==> src/design/deq_pkg.sv <==
// Shared types for the double-ended queue: request and status codes,
// controller states and the command/status bundles between control and datapath.
// No dependencies.
package deq_pkg;

	typedef enum logic [2:0] {
		REQ_PUSH_FRONT = 3'd0,
		REQ_PUSH_BACK  = 3'd1,
		REQ_POP_FRONT  = 3'd2,
		REQ_POP_BACK   = 3'd3,
		REQ_LIST       = 3'd4,
		REQ_CLEAR      = 3'd5
	} req_t;

	typedef enum logic [1:0] {
		ST_OK    = 2'd0,
		ST_EMPTY = 2'd1,
		ST_FULL  = 2'd2
	} status_t;

	typedef enum logic [1:0] {
		S_IDLE,
		S_RD,
		S_OUT
	} state_t;

	// controller -> datapath
	typedef struct packed {
		logic exec;     // act on the request beat now being accepted
		logic fetch;    // registered store data is valid, load it into the result
		logic advance;  // list walk: step to the next entry and read it
	} cmd_t;

	// datapath -> controller
	typedef struct packed {
		logic empty;
		logic more;     // a list walk has entries still to send
	} sts_t;

endpackage

==> src/design/deq_req_if.sv <==
// Request channel: valid/ready handshake carrying request code and push value.
// Depends on nothing.
interface deq_req_if;
	logic               valid;
	logic               ready;
	logic [2:0]         req_type;
	logic signed [31:0] value_in;

	modport source (output valid, output req_type, output value_in, input ready);
	modport sink   (input valid, input req_type, input value_in, output ready);
endinterface

==> src/design/deq_rsp_if.sv <==
// Result channel: valid/ready handshake carrying status, value, count and last mark.
// CNT_W sizes the entry count field.
interface deq_rsp_if #(
	parameter int CNT_W = 5
);
	logic               valid;
	logic               ready;
	logic [1:0]         status;
	logic signed [31:0] value_out;
	logic [CNT_W-1:0]   entry_count;
	logic               last;

	modport source (output valid, output status, output value_out, output entry_count,
		output last, input ready);
	modport sink   (input valid, input status, input value_out, input entry_count,
		input last, output ready);
endinterface

==> src/design/deq_ctrl.sv <==
// Sequencing controller for the queue: takes request beats, waits for store reads,
// holds each result beat until taken. Uses deq_pkg.
module deq_ctrl import deq_pkg::*; (
	input  logic       clk,
	input  logic       arst_n,
	input  logic       in_valid,
	input  logic [2:0] req_type,
	output logic       in_ready,
	output logic       out_valid,
	input  logic       out_ready,
	input  sts_t       sts,
	output cmd_t       cmd
);

	state_t state_q, state_d;

	always_ff @(posedge clk or negedge arst_n) begin
		if (!arst_n) begin
			state_q <= S_IDLE;
		end else begin
			state_q <= state_d;
		end
	end

	always_comb begin
		state_d     = state_q;
		in_ready    = 1'b0;
		out_valid   = 1'b0;
		cmd         = '0;
		unique case (state_q)
			S_IDLE: begin
				in_ready = 1'b1;
				if (in_valid) begin
					cmd.exec = 1'b1;
					unique case (req_type)
						REQ_PUSH_FRONT, REQ_PUSH_BACK, REQ_CLEAR: state_d = S_OUT;
						REQ_POP_FRONT, REQ_POP_BACK, REQ_LIST:
							state_d = sts.empty ? S_OUT : S_RD;
						default: state_d = S_IDLE; // unused codes are dropped
					endcase
				end
			end
			S_RD: begin
				cmd.fetch = 1'b1;
				state_d   = S_OUT;
			end
			S_OUT: begin
				out_valid = 1'b1;
				if (out_ready) begin
					if (sts.more) begin
						cmd.advance = 1'b1;
						state_d     = S_RD;
					end else begin
						state_d = S_IDLE;
					end
				end
			end
			default: state_d = S_IDLE;
		endcase
	end

	assert property (@(posedge clk) disable iff (!arst_n)
		in_ready |-> !out_valid)
		else $error("request accepted while a result beat is pending");

	assert property (@(posedge clk) disable iff (!arst_n)
		cmd.fetch |=> out_valid)
		else $error("store read not followed by a result beat");

	assert property (@(posedge clk) disable iff (!arst_n)
		(out_valid && !out_ready) |=> out_valid)
		else $error("result beat withdrawn under stall");

endmodule

==> src/design/deq_dpath.sv <==
// Datapath for the queue: ring store, front index, occupancy, list walk index and
// the result register. Uses deq_pkg; driven by deq_ctrl commands.
module deq_dpath import deq_pkg::*; #(
	parameter int DEPTH = 16,
	parameter int IDX_W = 4,
	parameter int CNT_W = 5
) (
	input  logic               clk,
	input  logic               arst_n,
	input  cmd_t               cmd,
	output sts_t               sts,
	input  logic [2:0]         req_type,
	input  logic signed [31:0] value_in,
	output logic [1:0]         status,
	output logic signed [31:0] value_out,
	output logic [CNT_W-1:0]   entry_count,
	output logic               last
);

	logic [31:0]      mem [DEPTH];
	logic [31:0]      rdata_q;

	logic [IDX_W-1:0] front_q, front_d;
	logic [CNT_W-1:0] count_q, count_d;
	logic [IDX_W-1:0] k_q, k_d;
	logic             list_q, list_d;
	status_t          st_q, st_d;
	logic             last_q, last_d;
	logic [31:0]      value_q, value_d;

	logic             we, re;
	logic [IDX_W-1:0] waddr, raddr, front_dec;
	logic             empty, full, walk_last;

	// front + offset, folded back into the ring
	function automatic logic [IDX_W-1:0] ring_pos(input logic [IDX_W-1:0] base,
		input logic [IDX_W-1:0] off);
		logic [IDX_W:0] s;
		s = {1'b0, base} + {1'b0, off};
		if (s >= (IDX_W+1)'(DEPTH)) s = s - (IDX_W+1)'(DEPTH);
		return s[IDX_W-1:0];
	endfunction

	assign empty     = (count_q == '0);
	assign full      = (count_q == CNT_W'(DEPTH));
	assign front_dec = (front_q == '0) ? IDX_W'(DEPTH - 1) : front_q - IDX_W'(1);
	assign walk_last = ((CNT_W'(k_q) + CNT_W'(1)) == count_q);

	always_comb begin
		front_d = front_q;
		count_d = count_q;
		k_d     = k_q;
		list_d  = list_q;
		st_d    = st_q;
		last_d  = last_q;
		value_d = value_q;
		we      = 1'b0;
		re      = 1'b0;
		waddr   = front_q;
		raddr   = front_q;
		if (cmd.exec) begin
			list_d  = 1'b0;
			last_d  = 1'b1;
			value_d = '0;
			st_d    = ST_OK;
			case (req_type)
				REQ_PUSH_FRONT, REQ_PUSH_BACK: begin
					if (full) begin
						st_d = ST_FULL;
					end else begin
						we      = 1'b1;
						count_d = count_q + CNT_W'(1);
						if (req_type == REQ_PUSH_FRONT) begin
							waddr   = front_dec;
							front_d = front_dec;
						end else begin
							waddr = ring_pos(front_q, count_q[IDX_W-1:0]);
						end
					end
				end
				REQ_POP_FRONT, REQ_POP_BACK: begin
					if (empty) begin
						st_d = ST_EMPTY;
					end else begin
						re      = 1'b1;
						count_d = count_q - CNT_W'(1);
						if (req_type == REQ_POP_FRONT) begin
							raddr   = front_q;
							front_d = ring_pos(front_q, IDX_W'(1));
						end else begin
							raddr = ring_pos(front_q, count_d[IDX_W-1:0]);
						end
						// an emptied ring restarts at position zero
						if (count_d == '0) front_d = '0;
					end
				end
				REQ_LIST: begin
					if (empty) begin
						st_d = ST_EMPTY;
					end else begin
						re     = 1'b1;
						raddr  = front_q;
						k_d    = '0;
						list_d = 1'b1;
					end
				end
				REQ_CLEAR: begin
					front_d = '0;
					count_d = '0;
				end
				default: begin
					// unused code: leave the result register as it was
					list_d  = list_q;
					last_d  = last_q;
					value_d = value_q;
					st_d    = st_q;
				end
			endcase
		end
		if (cmd.fetch) begin
			value_d = rdata_q;
			last_d  = !list_q || walk_last;
		end
		if (cmd.advance) begin
			k_d   = k_q + IDX_W'(1);
			re    = 1'b1;
			raddr = ring_pos(front_q, k_d);
		end
	end

	always_ff @(posedge clk or negedge arst_n) begin
		if (!arst_n) begin
			front_q <= '0;
			count_q <= '0;
			list_q  <= 1'b0;
		end else begin
			front_q <= front_d;
			count_q <= count_d;
			list_q  <= list_d;
		end
	end

	always_ff @(posedge clk) begin
		k_q     <= k_d;
		st_q    <= st_d;
		last_q  <= last_d;
		value_q <= value_d;
	end

	always_ff @(posedge clk) begin
		if (we) mem[waddr] <= value_in;
		if (re) rdata_q <= mem[raddr];
	end

	assign sts.empty   = empty;
	assign sts.more    = list_q && !last_q;
	assign status      = st_q;
	assign value_out   = value_q;
	assign entry_count = count_q;
	assign last        = last_q;

	assert property (@(posedge clk) disable iff (!arst_n)
		count_q <= CNT_W'(DEPTH))
		else $error("occupancy beyond ring depth");

	assert property (@(posedge clk) disable iff (!arst_n)
		empty |-> (front_q == '0))
		else $error("empty ring with front index off zero");

	assert property (@(posedge clk) disable iff (!arst_n)
		cmd.advance |-> (list_q && !last_q && !cmd.exec))
		else $error("list walk stepped outside a list request");

endmodule

==> src/design/double_ended_queue.sv <==
// Top level of the bounded double-ended queue: controller plus datapath.
// Depends on deq_pkg, deq_req_if, deq_rsp_if, deq_ctrl and deq_dpath.
//
//  channel | dir | fields                                  | beat
//  req     | in  | req_type[2:0], value_in[31:0]           | valid && ready
//  rsp     | out | status[1:0], value_out[31:0],           | valid && ready
//          |     | entry_count[CNT_W-1:0], last            |
//
// Push and clear: result beat from the cycle after acceptance.
// Pop: one registered store read before its result beat; a pop or list on an empty
// queue reads nothing and its beat comes in the cycle after acceptance. List: each
// entry is one store read then one result beat, and the next entry is read only
// after the sink takes the beat; the store's single read port sets the pace.
// Reset clears front index and occupancy at once; the store is not cleared.
// A stalled result holds the block: no request is taken until it is delivered.
module double_ended_queue import deq_pkg::*; #(
	parameter int DEPTH = 16
) (
	input  logic             clk,
	input  logic             arst_n,
	deq_req_if.sink          req,
	deq_rsp_if.source        rsp
);

	localparam int IDX_W = $clog2(DEPTH);
	localparam int CNT_W = $clog2(DEPTH + 1);

	cmd_t cmd;
	sts_t sts;

	deq_ctrl u_ctrl (
		.clk       (clk),
		.arst_n    (arst_n),
		.in_valid  (req.valid),
		.req_type  (req.req_type),
		.in_ready  (req.ready),
		.out_valid (rsp.valid),
		.out_ready (rsp.ready),
		.sts       (sts),
		.cmd       (cmd)
	);

	deq_dpath #(
		.DEPTH (DEPTH),
		.IDX_W (IDX_W),
		.CNT_W (CNT_W)
	) u_dpath (
		.clk         (clk),
		.arst_n      (arst_n),
		.cmd         (cmd),
		.sts         (sts),
		.req_type    (req.req_type),
		.value_in    (req.value_in),
		.status      (rsp.status),
		.value_out   (rsp.value_out),
		.entry_count (rsp.entry_count),
		.last        (rsp.last)
	);

endmodule

==> src/flat_wrapper.sv <==
// flat-port wrapper written by rule: the top's interface ports become plain ports
module double_ended_queue_flat import deq_pkg::*;
#(
	parameter int DEPTH = 16
)
  (clk, arst_n, req_valid, req_req_type, req_value_in, req_ready, rsp_valid, rsp_status, rsp_value_out, rsp_entry_count, rsp_last, rsp_ready);
  deq_req_if req_i ();
  deq_rsp_if #(.CNT_W((5))) rsp_i ();
  input  logic clk;
  input  logic arst_n;
  input wire logic [$bits(req_i.valid)-1:0] req_valid;
  input wire logic [$bits(req_i.req_type)-1:0] req_req_type;
  input wire logic [$bits(req_i.value_in)-1:0] req_value_in;
  output wire logic [$bits(req_i.ready)-1:0] req_ready;
  output wire logic [$bits(rsp_i.valid)-1:0] rsp_valid;
  output wire logic [$bits(rsp_i.status)-1:0] rsp_status;
  output wire logic [$bits(rsp_i.value_out)-1:0] rsp_value_out;
  output wire logic [$bits(rsp_i.entry_count)-1:0] rsp_entry_count;
  output wire logic [$bits(rsp_i.last)-1:0] rsp_last;
  input wire logic [$bits(rsp_i.ready)-1:0] rsp_ready;
  assign req_i.valid = req_valid;
  assign req_i.req_type = req_req_type;
  assign req_i.value_in = req_value_in;
  assign req_ready = req_i.ready;
  assign rsp_valid = rsp_i.valid;
  assign rsp_status = rsp_i.status;
  assign rsp_value_out = rsp_i.value_out;
  assign rsp_entry_count = rsp_i.entry_count;
  assign rsp_last = rsp_i.last;
  assign rsp_i.ready = rsp_ready;
  double_ended_queue #(.DEPTH(DEPTH)) u_core (.clk(clk), .arst_n(arst_n), .req(req_i), .rsp(rsp_i));
endmodule
==> config.mk <==
export PLATFORM = sky130hd
export DESIGN_NAME = double_ended_queue_flat
export DESIGN_NICKNAME = d
export VERILOG_FILES = /design/src/design/deq_pkg.sv /design/src/design/deq_req_if.sv /design/src/design/deq_rsp_if.sv /design/src/design/deq_ctrl.sv /design/src/design/deq_dpath.sv /design/src/design/double_ended_queue.sv /design/src/flat_wrapper.sv
export SDC_FILE = /design/constraint.sdc
export NUM_CORES = 1
export LEC_CHECK = 0
export BUFFER_PORTS_ARGS = -buffer_cell sky130_fd_sc_hd__buf_2
export CAP_MARGIN = 20
export CORE_AREA = 4 4 286 288
export CTS_BUF_LIST = sky130_fd_sc_hd__clkbuf_4
export CTS_CLUSTER_DIAMETER = 50
export DETAILED_ROUTE_END_ITERATION = 16
export DIE_AREA = 0 0 290 292
export GPL_TIMING_DRIVEN = 1
export HOLD_SLACK_MARGIN = 0.12
export PLACE_DENSITY = 0.49
export SLEW_MARGIN = 10
export SYNTH_ARGS = -nofsm -noshare
export SYNTH_HDL_FRONTEND = slang
export SYNTH_SLANG_ARGS = --single-unit
==> constraint.sdc <==
create_clock -name clk -period 5.6 [get_ports clk]
set_clock_uncertainty 0.1 [all_clocks]
set_input_delay 0.56 -clock clk [delete_from_list [all_inputs] [get_ports clk]]
set_output_delay 0.56 -clock clk [all_outputs]
set_load 0.05 [all_outputs]
==> run metrics <==
crit path launch type=flop; TritonCTS Buffers=155; GR Overflow Total=0; Slew Limit Fails=0; Req. time, crit path=6.12 ns; Post-Syn Area=23500 um2; Setup Buffers After CTS=0; Post-DRT Antenna Nets=0; Synth top area share=0.743; CTS HTree Levels=4; First DRT Iteration DRCs=824; share of cells above drive strength 1=0.268; Starting Density=0.299; critical path arrival=4.92 ns; All-Layer GR Usage=0.144; net count after synthesis=1423; DRT Wirelength=61100 um; vias in the first global route=14200; Netlist cell types=71; Relative slew margins=0.244; status=complete, no violations; maximum vdd drop=0.303 mV; worst path cell trace=inv_1, ha_1, nor3b_1, a2111oi_2, o21ai_0, a22oi_1, nand2_1, nor2_4, buf_12; Critical Path Max Stage Delay=0.92 ns; CTS resizes=0; largest net degree at the start of global routing=67; fillers=7603; Final Setup Violations=0; fmax=227 MHz; Slowest-stage cell, CP=a2111oi_2; core area=78900 um2; Hold Path Depth=1; fin crit share=0.786; Placer Congestion=0.783; Die X=290 um; buffers added on ports=80; first-pass iteration count of the detailed router=5; initial antenna violation count=3; number of flops mapped to enable cells by yosys=583; final net count=1665; die area=84700 um2; deepest clock path buffer count=3; Final min period=4.40 ns; HP Class=flop to flop; die height=292 um; PD cells=480 nW/um2; Hold Fails Final Rpt=0; leak pwr=9.38 nW; sequential fraction of the synthesis area=0.756; crit path max fanout=18; Vias/cell=4.81; cell row count=103; Multi-input gate area=5440 um2; Setup TNS=0 ns; Worst Tran Pin Value=1.13 ns; # IOs=81; CTS tree=built; post-route cell area=27800 um2; number of synthesized register bits=595; Main synth FF type=edfxtp_1; Crit. End Element=flop; Worst-Skew Late Latency=0.97 ns; Ys Warns=0; final core utilization=0.353; WS Path Type=flop to flop; top post-synthesis cells by area=edfxtp_1 (74%), mux4_2 (5.6%), nand2_1 (2.8%), mux2i_1 (1.6%), nand3_1 (1.4%); Reg area=17800 um2; first-pass GRT wire length=91300 um; wire length per cell=22.0 um; cell area after placement=25400 um2; Post-Syn Instances=1366; Area Growth Syn to Fin=18.2%; DR vias=13300; Async SR Flop Fraction=0.0202; Root Driver=clkbuf_4; R2R depth=9; DPL Wire Length=34100 um; Tot Pwr=0.0134 W; Residual DRC=0; Sink Count=595; Syn Area/Cell=17.2 um2; max-cap violation count=0; CTS clk-pin slew, worst paths=0.06 ns; RSZ-0062 raised after global routing=no; post-synth top area cell=edfxtp_1
path summary, 6_finish.rpt:
kind | startpoint | to | slack [ns]
hold reg to reg | u_core.u_dpath.rdata_q[6] | u_core.u_dpath.value_out[6] | 0.41
max in group asynchronous | arst_n | u_core.u_dpath.front_q[1] | 4.39
setup / recovery | u_core.u_dpath.entry_count[0] | u_core.u_dpath.mem[10][17] | 1.20
hold / removal | u_core.u_dpath.rdata_q[6] | u_core.u_dpath.value_out[6] | 0.41
setup reg to reg | u_core.u_dpath.entry_count[0] | u_core.u_dpath.mem[10][17] | 1.20
min in group asynchronous | arst_n | u_core.u_dpath.entry_count[0] | 0.59
kinds of logic after synthesis:
kind of cell	synth area share
compound gates	0.0651
xor+xnor	0.00484
fa+ha+maj	0.0105
buf+inv	0.0202
flops	0.756
mux	0.0737
simple gates	0.0694
power by group:
part           switching (W)  internal [W]  leakage, nW
logic                0.00261       0.00150         2.77
clock network        0.00176       0.00205         1.19
registers           0.000167       0.00527         5.42
critical path, delay by kind of cell (launching register included):
kind                       cells  cell delay, ns
DFF                            1            0.55
AOI/OAI and AO/OA              3            1.55
buffers and inverters          2            0.41
and+or+nand+nor                3            1.18
adders and majority gates      1            0.25
layer usage:
metal | wire length [um] | GRT usage | up-vias
met4 | 1230 | 0.0481 | 0
met1 | 28000 | 0.194 | 6843
met3 | 3420 | 0.0412 | 97
met5 | 0 | 0 | -
met2 | 28500 | 0.226 | 388
li1 | - | - | 6019
registers in the layout, summed over array words and instances (netlist names):
| register | cells |
|---|---|
| u_core.u_dpath.k_q | 4 |
| u_core.u_dpath.value_out | 32 |
| u_core.u_ctrl.state_q | 2 |
| u_core.u_dpath.status | 2 |
| u_core.u_dpath.entry_count | 5 |
| u_core.u_dpath.rdata_q | 32 |
| u_core.u_dpath.list_q | 1 |
| u_core.u_dpath.mem | 512 |
| u_core.u_dpath.front_q | 4 |
| u_core.u_dpath.last | 1 |
stage by stage:
stage	cells	setup WS, ns	hold WS (ns)
finish	2774	1.20	0.406
global route	2772	0.978	0.342
CTS	2769	1.23	0.301
detailed placement	2457	1.30	0.365
global placement	2457	1.42	0.368
floorplan	1366	1.06	0.164
layout make-up:
type                    count  share of cell area
inverters                  18             0.00243
clock inverters            48              0.0117
repair buffers            161              0.0438
flip-flops and latches    595               0.640
diodes                      3            0.000270
clock buffers             222              0.0599
well taps                1050              0.0472
multi-input cells         677               0.195
timing repair:
action	4_1_cts	5_1_grt
endpoints found under the hold margin	544	0
hold buffers	42	0
endpoints found under the setup margin	0	0
Yosys cell counts, types with 10 or more instances:
library cell	count
nand3_1	66
a41o_1	23
clkbuf_1	37
mux4_2	59
a32oi_1	12
nand2_1	174
a22o_1	25
and2_1	36
a21oi_1	15
edfxtp_1	583
nor2_1	33
buf_2	23
xnor2_1	10
a22oi_1	11
ha_1	15
dfrtp_1	12
o21ai_0	38
mux2i_1	38
inv_1	18
a221oi_1	24
cell usage in the layout (no fill, tap or decap), drive strengths merged, types with 4 or more instances in the layout:
cell and count:
a211oi 7, a21o 5, a21oi 15, a221oi 25, a22o 25, a22oi 11
a32oi 12, a41o 23, and2 36, buf 119, bufinv 5, clkbuf 222
clkinv 34, dfrtp 12, dlygate4sd3 42, edfxtp 583, ha 15, inv 25
mux2i 38, mux4 60, nand2 174, nand2b 4, nand3 67, nand4 7
nor2 35, nor3 8, o21ai 39, o31ai 5, xnor2 10
Note: power is estimated with default switching activity, not from simulation.
